[config.mk]
export PLATFORM = sky130hd
export DESIGN_NAME = scan_code_set1_key_decoder
export DESIGN_NICKNAME = d
export VERILOG_FILES = /design/src/rtl/sc1kd_pkg.sv /design/src/rtl/sc1kd_update.sv /design/src/rtl/scan_code_set1_key_decoder.sv
export SDC_FILE = /design/constraint.sdc
export NUM_CORES = 1
export LEC_CHECK = 0
export BUFFER_PORTS_ARGS = -buffer_cell sky130_fd_sc_hd__buf_2
export CORE_MARGIN = 2
export CORE_UTILIZATION = 38
export DETAILED_ROUTE_END_ITERATION = 8
export SYNTH_ARGS = -nofsm -noshare
export SYNTH_HDL_FRONTEND = slang
export SYNTH_HIERARCHICAL = 1
export SYNTH_SLANG_ARGS = --single-unit
[constraint.sdc]
create_clock -name clk_i -period 4.6 [get_ports clk_i]
set_clock_uncertainty 0.2 [all_clocks]
set_input_delay 0.23 -clock clk_i [delete_from_list [all_inputs] [get_ports clk_i]]
set_output_delay 0.23 -clock clk_i [all_outputs]
set_load 0.05 [all_outputs]
[src/rtl/sc1kd_pkg.sv]
// Shared types, scan code constants and the character key test for the
// set-1 scan code key decoder. No dependencies.
`default_nettype none

package sc1kd_pkg;

  localparam int unsigned CodeW = 8;
  localparam int unsigned IdxW  = 7;

  localparam logic [CodeW-1:0] ScPrefix     = 8'hE0;
  localparam logic [CodeW-1:0] ScCtrlMake   = 8'h1D;
  localparam logic [CodeW-1:0] ScCtrlBreak  = 8'h9D;
  localparam logic [CodeW-1:0] ScLShMake    = 8'h2A;
  localparam logic [CodeW-1:0] ScLShBreak   = 8'hAA;
  localparam logic [CodeW-1:0] ScRShMake    = 8'h36;
  localparam logic [CodeW-1:0] ScRShBreak   = 8'hB6;
  localparam logic [CodeW-1:0] ScAltMake    = 8'h38;
  localparam logic [CodeW-1:0] ScAltBreak   = 8'hB8;
  localparam logic [CodeW-1:0] ScCapsLock   = 8'h3A;
  localparam logic [CodeW-1:0] ScNumLock    = 8'h45;
  localparam logic [CodeW-1:0] ScScrollLock = 8'h46;

  // Modifier flag bit positions
  localparam int unsigned ModLCtrl  = 0;
  localparam int unsigned ModRCtrl  = 1;
  localparam int unsigned ModLShift = 2;
  localparam int unsigned ModRShift = 3;
  localparam int unsigned ModLAlt   = 4;
  localparam int unsigned ModRAlt   = 5;

  // Lock flag bit positions
  localparam int unsigned LockCaps   = 0;
  localparam int unsigned LockNum    = 1;
  localparam int unsigned LockScroll = 2;

  typedef struct packed {
    logic       prefix;
    logic [5:0] mods;
    logic [2:0] locks;
    logic       key_down;
  } kbd_state_t;

  // Nonzero entries of the US key map; indices past the table are zero.
  function automatic logic is_char_key(input logic [IdxW-1:0] idx);
    logic hit;
    case (idx) inside
      [7'd1:7'd28], [7'd30:7'd41], [7'd43:7'd53], 7'd55, 7'd57,
      [7'd71:7'd83]: hit = 1'b1;
      default:       hit = 1'b0;
    endcase
    return hit;
  endfunction

endpackage

`default_nettype wire

[src/rtl/sc1kd_update.sv]
// Next-state logic for one scan code byte: prefix, modifiers, locks and
// the key-down flag. Depends on sc1kd_pkg.
`default_nettype none

module sc1kd_update import sc1kd_pkg::*; (
  input  kbd_state_t       state_i,
  input  logic [CodeW-1:0] code_i,
  output kbd_state_t       state_o,
  output logic             emit_o
);

  always_comb begin
    state_o = state_i;
    emit_o  = 1'b0;
    if (code_i == ScPrefix) begin
      // arm prefix, no report
      state_o.prefix = 1'b1;
    end else begin
      if (state_i.prefix) begin
        case (code_i)
          ScCtrlMake:  state_o.mods[ModRCtrl] = 1'b1;
          ScCtrlBreak: state_o.mods[ModRCtrl] = 1'b0;
          ScAltMake:   state_o.mods[ModRAlt]  = 1'b1;
          ScAltBreak:  state_o.mods[ModRAlt]  = 1'b0;
          default:     ;
        endcase
        state_o.prefix = 1'b0;
      end else begin
        case (code_i)
          ScCtrlMake:   state_o.mods[ModLCtrl]  = 1'b1;
          ScCtrlBreak:  state_o.mods[ModLCtrl]  = 1'b0;
          ScLShMake:    state_o.mods[ModLShift] = 1'b1;
          ScLShBreak:   state_o.mods[ModLShift] = 1'b0;
          ScRShMake:    state_o.mods[ModRShift] = 1'b1;
          ScRShBreak:   state_o.mods[ModRShift] = 1'b0;
          ScAltMake:    state_o.mods[ModLAlt]   = 1'b1;
          ScAltBreak:   state_o.mods[ModLAlt]   = 1'b0;
          ScCapsLock:   state_o.locks[LockCaps]   = ~state_i.locks[LockCaps];
          ScNumLock:    state_o.locks[LockNum]    = ~state_i.locks[LockNum];
          ScScrollLock: state_o.locks[LockScroll] = ~state_i.locks[LockScroll];
          default:      ;
        endcase
        // bare 0x80 has index zero, which is never a character key
        if (is_char_key(code_i[IdxW-1:0])) begin
          state_o.key_down = ~code_i[CodeW-1];
        end
      end
      emit_o = state_o.key_down;
    end
  end

endmodule

`default_nettype wire

[src/rtl/scan_code_set1_key_decoder.sv]
// Set-1 scan code key decoder: tracks modifiers, locks and a key-down flag.
// Path: input register, then result register. Throughput: one byte per cycle
// while the result side does not stall, set by the single-pass update between
// the two registers. Reset clears all key state and the valid flags of both
// register stages. Depends on sc1kd_pkg and sc1kd_update.
`default_nettype none

module scan_code_set1_key_decoder import sc1kd_pkg::*; (
  input  logic             clk_i,
  input  logic             rst_ni,
  input  logic             in_valid_i,
  output logic             in_stall_o,
  input  logic [CodeW-1:0] scan_code_i,
  output logic             out_valid_o,
  input  logic             out_stall_i,
  output logic [CodeW-1:0] code_out_o,
  output logic             left_ctrl_o,
  output logic             right_ctrl_o,
  output logic             left_shift_o,
  output logic             right_shift_o,
  output logic             left_alt_o,
  output logic             right_alt_o,
  output logic             caps_lock_o,
  output logic             num_lock_o,
  output logic             scroll_lock_o
);

  logic             in_valid_q;
  logic [CodeW-1:0] code_q;
  kbd_state_t       state_q, state_d;
  logic             emit;
  logic             advance;
  logic             load_out;
  logic             out_valid_q;
  logic [CodeW-1:0] out_code_q;
  logic [5:0]       out_mods_q;
  logic [2:0]       out_locks_q;

  sc1kd_update u_update (
    .state_i (state_q),
    .code_i  (code_q),
    .state_o (state_d),
    .emit_o  (emit)
  );

  // advance the input stage when its result has room or there is none
  assign advance    = in_valid_q && (!out_valid_q || !out_stall_i || !emit);
  assign load_out   = advance && emit;
  assign in_stall_o = in_valid_q && !advance;

  always_ff @(posedge clk_i or negedge rst_ni) begin
    if (!rst_ni) begin
      in_valid_q <= 1'b0;
    end else if (!in_stall_o) begin
      in_valid_q <= in_valid_i;
    end
  end

  always_ff @(posedge clk_i) begin
    if (in_valid_i && !in_stall_o) begin
      code_q <= scan_code_i;
    end
  end

  always_ff @(posedge clk_i or negedge rst_ni) begin
    if (!rst_ni) begin
      state_q <= '0;
    end else if (advance) begin
      state_q <= state_d;
    end
  end

  always_ff @(posedge clk_i or negedge rst_ni) begin
    if (!rst_ni) begin
      out_valid_q <= 1'b0;
    end else if (load_out) begin
      out_valid_q <= 1'b1;
    end else if (!out_stall_i) begin
      out_valid_q <= 1'b0;
    end
  end

  always_ff @(posedge clk_i) begin
    if (load_out) begin
      out_code_q  <= code_q;
      out_mods_q  <= state_d.mods;
      out_locks_q <= state_d.locks;
    end
  end

  assign out_valid_o   = out_valid_q;
  assign code_out_o    = out_code_q;
  assign left_ctrl_o   = out_mods_q[ModLCtrl];
  assign right_ctrl_o  = out_mods_q[ModRCtrl];
  assign left_shift_o  = out_mods_q[ModLShift];
  assign right_shift_o = out_mods_q[ModRShift];
  assign left_alt_o    = out_mods_q[ModLAlt];
  assign right_alt_o   = out_mods_q[ModRAlt];
  assign caps_lock_o   = out_locks_q[LockCaps];
  assign num_lock_o    = out_locks_q[LockNum];
  assign scroll_lock_o = out_locks_q[LockScroll];

  a_stall_needs_item: assert property (@(posedge clk_i) disable iff (!rst_ni)
    in_stall_o |-> in_valid_q)
    else $error("input stalled with empty input stage");

  a_report_key_down: assert property (@(posedge clk_i) disable iff (!rst_ni)
    load_out |=> state_q.key_down)
    else $error("result loaded while key-down flag clear");

  a_prefix_silent: assert property (@(posedge clk_i) disable iff (!rst_ni)
    (advance && code_q == ScPrefix) |=> (state_q.prefix && !$rose(out_valid_q)))
    else $error("prefix byte produced a result or left prefix clear");

endmodule

`default_nettype wire

== Yosys cells after proc, flatten, opt, wreduce, memory -nomap -nowiden ==
Index checks and enable logic that the tools add are counted.
Word-level totals
  bits in registers: 38
  output and inout port bits: 19
  word-level logic and storage cells: 77
Cells by class
  $lt $le $gt $ge: 8
  equality and inequality tests: 15
  mux-type cells: 22
  bitwise operators: 5
  reductions and logical operators: 17
Operators with widths (number)
  equality test 8 bit (second input constant): 5
  equality test 8 x 6 -> 1 bit (second input constant): 4
  equality test 8 x 7 -> 1 bit (second input constant): 2
  equality test 7 x 6 -> 1 bit (second input constant): 2
  less-or-equal comparator 7 x 6 -> 1 bit (second input constant): 2
  2-to-1 mux 1 bit: 13
  one-hot mux 1 bit (2 select lines): 6
  2-to-1 mux 10 bit: 1
  equality test 8 x 5 -> 1 bit (second input constant): 1
  logical AND 1 bit: 8
  >= comparator 7 x 1 -> 1 bit (second input constant): 1
  >= comparator 7 x 5 -> 1 bit (second input constant): 1
  >= comparator 7 x 6 -> 1 bit (second input constant): 1
  >= comparator 7 bit (second input constant): 1
  less-or-equal comparator 7 x 5 -> 1 bit (second input constant): 1
  less-or-equal comparator 7 bit (second input constant): 1
  OR reduction 6 bit: 1
  logical NOT 1 bit: 5
  2-to-1 mux 5 bit: 1
  inverter 1 bit: 5
  2-to-1 mux 3 bit: 1
  logical OR 1 bit: 2
  != test 2 x 1 -> 1 bit (second input constant): 1
  AND reduction 2 bit: 1

== Logic depth before layout (Yosys ltp) ==
  word-level depth: 16
  depth in mapped cells: 9

== Hierarchy ==
Netlist, hierarchy kept.
Modules (own cells, without submodules)
  scan_code_set1_key_decoder: times used 1, cells an instance 97, area an instance 1477.7 um2, seq. area each 1076.0 um2
  sc1kd_update: times used 1, cells an instance 55, area an instance 360.3 um2, seq. area each 0.0 um2

== Worst setup path after synthesis ==
No wires, ideal clock.
  path kind: register -> register
  start point: reg code_q[0]
  end point: reg out_code_q[0] (netlist: code_out_o[0]), enable pin
  setup time: 0.397 ns
  arrival time: 2.637 ns
  required time: 4.003 ns
  setup slack: 1.367 ns
  stages on the path, launching flop included: 9
  clock period less this slack: 3.233 ns
  path through: edfxtp_1 > nor2b_1 > o21a_1 > o311a_1 > nor4_2 > o21bai_1 > buf_2 > nand2_1 > a21oi_1
On the way
  word-level cells in the longest chain between the ends: 13
  elaborated cells between the ends (all ways): 26
  classes of those cells: order compare (8); eq/ne (3); mux (6); reduce/logical (9)
Ends and longest elaborated chain
  start: declaration: line scan_code_set1_key_decoder.sv:29  | logic [CodeW-1:0] code_q;
  start signal: assignment: line scan_code_set1_key_decoder.sv:61  | code_q <= scan_code_i;
  >= comparator 7 bit (not written as such) (tied with other cells): line sc1kd_update.sv:44  | if (is_char_key(code_i[IdxW-1:0])) begin
  logical AND 1 bit (not written as such): line sc1kd_update.sv:44
  OR reduction 6 bit: line sc1kd_pkg.sv:46  | case (idx) inside
  2-to-1 mux 1 bit: line sc1kd_pkg.sv:46
  2-to-1 mux 1 bit: line sc1kd_update.sv:19  | if (state_i.prefix) begin
  2-to-1 mux 1 bit: line sc1kd_update.sv:15  | if (code_i == ScPrefix) begin
  2-to-1 mux 1 bit: line sc1kd_update.sv:44
  2-to-1 mux 5 bit: line sc1kd_update.sv:19
  2-to-1 mux 1 bit (*): line sc1kd_update.sv:15
  via emit: line scan_code_set1_key_decoder.sv:31  | logic emit;
  logical NOT 1 bit: line scan_code_set1_key_decoder.sv:47  | assign advance = in_valid_q && (!out_valid_q || !out_stall_i || !emit);
  logical OR 1 bit: line scan_code_set1_key_decoder.sv:47
  logical AND 1 bit: line scan_code_set1_key_decoder.sv:47
  logical AND 1 bit (*): line scan_code_set1_key_decoder.sv:48  | assign load_out = advance && emit;
  via load_out: line scan_code_set1_key_decoder.sv:33  | logic load_out;
  end signal: assignment: line scan_code_set1_key_decoder.sv:85  | out_code_q <= code_q;
  end: declaration: line scan_code_set1_key_decoder.sv:35  | logic [CodeW-1:0] out_code_q;
Mark *: on every way through the listed nets, which the timed path passes. The rest lies on a longest branch. The select of a mux whose other input is x is not followed.
A chain may end at the register's enable or synchronous reset.

== Worst setup path after layout ==
  start point: reg code_q[2]
  end point: out in_stall_o
On the way
  word-level cells in the longest chain between the ends: 14
  elaborated cells between the ends (all ways): 27
  classes of those cells: order compare (8); eq/ne (3); mux (6); reduce/logical (10)
Ends and longest elaborated chain
  >= comparator 7 bit (not written as such) (tied with other cells): line sc1kd_update.sv:44
  logical AND 1 bit (not written as such): line sc1kd_update.sv:44
  OR reduction 6 bit: line sc1kd_pkg.sv:46
  2-to-1 mux 1 bit: line sc1kd_pkg.sv:46
  2-to-1 mux 1 bit: line sc1kd_update.sv:19
  2-to-1 mux 1 bit: line sc1kd_update.sv:15
  2-to-1 mux 1 bit: line sc1kd_update.sv:44
  2-to-1 mux 5 bit: line sc1kd_update.sv:19
  2-to-1 mux 1 bit (*): line sc1kd_update.sv:15
  via emit: line scan_code_set1_key_decoder.sv:31
  logical NOT 1 bit (*): line scan_code_set1_key_decoder.sv:47
  logical OR 1 bit (*): line scan_code_set1_key_decoder.sv:47
  logical AND 1 bit (*): line scan_code_set1_key_decoder.sv:47
  logical NOT 1 bit (*): line scan_code_set1_key_decoder.sv:49  | assign in_stall_o = in_valid_q && !advance;
  logical AND 1 bit (*): line scan_code_set1_key_decoder.sv:49
  end: declaration: line scan_code_set1_key_decoder.sv:12  | output logic in_stall_o,
Marked as above.

==> summary.txt <==
Worst setup path
  • Terminus of the critical flop-to-flop path: code_out_o[7]
  • R2R Setup Slk: 1.29 ns
  • Setup crit end: in_stall_o
  • Critical path class: flop to primary output
  • Reg-to-Reg Start: code_q[2]
  • CP Launch Type: flop
  • Crit path launch: code_q[2]
  • CP Capture Type: primary output
  • R2R depth: 8
  • Required @ worst endpoint: 4.17 ns
  • Arrival time worst endpoint: 3.12 ns
  • Crit path max fanout: 14

Placed design
  • Gpl congestion: 0.780
  • Cells after DPL: 228
  • Post-DP HPWL: 2620 microns
  • Pre-CTS WS: 1.36 ns
  • Number of port buffers: 30

Drt
  • 1st-pass router iterations: 4
  • Via count: 1352
  • DRC Markers: 0
  • Starting DRT DRC Count: 94
  • Antenna Nets Post-Route: 0
  • Drt via density: 5.50
  • DR WL/cell: 16.5 microns
  • Routed WL: 4060 microns

Synth
  • Most common cell in the netlist: edfxtp_1
  • Post-synthesis sequential area ratio: 58.5%
  • Most frequent cells after synthesis: 25 x edfxtp_1, 19 x nand2_1, 14 x nand2b_1
  • Synth area leader: edfxtp_1
  • Post-synth EDFFs: 25
  • Ys Warns: 6
  • Synth Area per Inst: 12.1 sq um
  • Syn nets: 164
  • Post-synth ARST share: 34.2%
  • #FFs+latches synth: 38
  • Leading post-synthesis cells by cell area: edfxtp_1 41%, dfrtp_1 18%, o211ai_2 6.8%
  • Post-Syn Instances: 152
  • Distinct cells, synth: 38
  • Ys flop type: edfxtp_1
  • Synthesized area: 1840 sq um
  • Post-synth top area share: 40.8%

STA
  • Fin crit share: 77.2%
  • Slew Limit Fails: 0
  • Final worst slack: 1.05 ns
  • Final Hold Violating Endpoints: 0
  • Worst-margin pin slew: 1.12 ns
  • Max-slew headroom: 25.2%
  • Final Critical Period: 3.55 ns
  • Peak Freq: 282 MHz
  • Setup_tns: 0 ns
  • RSZ-0062 raised after global routing: false
  • Endpoints failing setup: 0

Global routing
  • Pin count of the biggest net entering global routing: 25
  • Via count of the first global-routing pass: 1369
  • GRT Util Overall: 16.9%
  • Total congestion overflow: 0
  • Initial antenna violation count: 0
  • First-pass GRT wire length: 6720 microns

Clock network
  • CTS buffer count: 5
  • CTS tree: done
  • PostCTS Resize Cnt: 0
  • CTS sink count: 38
  • Root Buffer: clkbuf_8
  • H-tree levels: 2
  • Clock Latency Late Sink: 0.30 ns
  • CTS Buffer Depth: 2
  • Post-CTS Hold Buffers: 10
  • Post-CTS setup buffers: 0
  • Clock-pin slew on the worst setup and hold paths: 0.07 ns

Cells and area
  • Area growth from synthesis to layout: 20.6%
  • Fin nets: 203
  • Ant diodes: 0
  • Finished Layout Cells: 246
  • Fillers: 431
  • Layout cells sized above 1: 26.0%

Floorplanning
  • Initial core utilization: 39.2%
  • Cell Rows: 25
  • Die area: 5410 sq um
  • # IOs: 31
  • Core box area: 4690 sq um
  • Die Ht: 73.5 microns
  • Die X: 73.5 microns

Job
  • Max Cap Viol: 0

Run status
  • Outcome: finished, final reports clean

Power and ir drop
  • Leak pwr: 0.876 nW
  • Max IR drop VDD: 0.181 mV
  • PwrDens: 487 nW/um^2

Hold path
  • Worst Hold Class: input port to flop
placed cells by master, fill, tap and decap left out, types with 2 or more instances in the layout:
master and instances:
o21ai_0 2, nand4_1 13, inv_1 4, edfxtp_1 25
nand2_1 19, nor2b_1 2, nor4b_1 3, dlygate4sd3_1 10
buf_2 30, nand3_1 2, clkbuf_1 2, dfrtp_1 13
o211ai_2 10, nand2b_1 14, a21oi_1 2, clkbuf_8 5
nand3b_1 2, o41ai_1 2, nor3_1 2, nor2_1 5
mux2i_1 2, nor3b_1 2, xnor2_1 2, o31ai_1 2
layout make-up:
| type | count | area (sq um) | area share (%) |
|---|---|---|---|
| Sequential cell | 38 | 1080 | 48.5 |
| Multi-Input combinational cell | 101 | 694 | 31.3 |
| Timing Repair Buffer | 41 | 258 | 11.6 |
| Clock buffer | 7 | 76.3 | 3.44 |
| Tap cell | 54 | 67.6 | 3.05 |
| Clock inverter | 1 | 30.0 | 1.35 |
| Inverter | 4 | 15.0 | 0.677 |
layer usage:
metal / up-vias / global-route usage, % / part of all wire, %
li1: 648 / - / -
met1: 647 / 21.6 / 43
met2: 47 / 26.7 / 49
met3: 10 / 4.25 / 5.0
met4: 0 / 8.69 / 2.5
met5: - / 0 / 0
state kept, by name, summed over array words and instances, names as in the netlist:
| name | count |
|---|---|
| state_q | 11 |
| code_q | 8 |
| in_valid_q | 1 |
| code_out_o | 8 |
| out_mods_q | 6 |
| out_valid_o | 1 |
| out_locks_q | 3 |
kinds of logic after synthesis:
logic type | count (synthesis) | synth area share [%]
DFF | 38 | 58.5
AOI/OAI and AO/OA | 25 | 12.9
muxes | 2 | 1.09
buffers and inverters | 13 | 3.68
and+or+nand+nor | 71 | 22.4
xor gates and xnor gates | 3 | 1.43
per-stage QoR:
step	hold WS, ns	cell area [sq um]	power (mW)	util (%)
finish	0.120	2220	1.08	47.3
detailed placement	-0.0522	2010	0.800	42.9
global placement	-0.0558	2010	0.789	42.9
global route	0.122	2220	1.14	47.3
floorplan	-0.266	1840	0.736	-
CTS	0.113	2220	1.09	47.3
where the power goes:
part | switching [mW] | internal, mW
registers | 0.0664 | 0.453
clock network | 0.119 | 0.162
logic | 0.181 | 0.0978
total | 0.366 | 0.713
worst min path at each step:
stage                     start     endpoint  slack [ns]  depth (start not counted)
floorplan                rst_ni   in_valid_q       -0.27                          0
global placement         rst_ni   state_q[8]       -0.06                          1
detailed placement       rst_ni   state_q[8]       -0.05                          1
CTS                 out_stall_i  out_valid_o        0.11                          3
global route        out_stall_i  out_valid_o        0.12                          3
finish              out_stall_i  out_valid_o        0.12                          3
critical path, stage by stage (launching register included):
cell	delay, ns
edfxtp_1	0.54
nor4bb_1	0.32
a211oi_1	0.11
nor2_1	0.23
o31ai_2	0.11
o21bai_1	0.88
nand4_1	0.26
inv_1	0.10
buf_2	0.26
(Power assumes the default switching activity.)
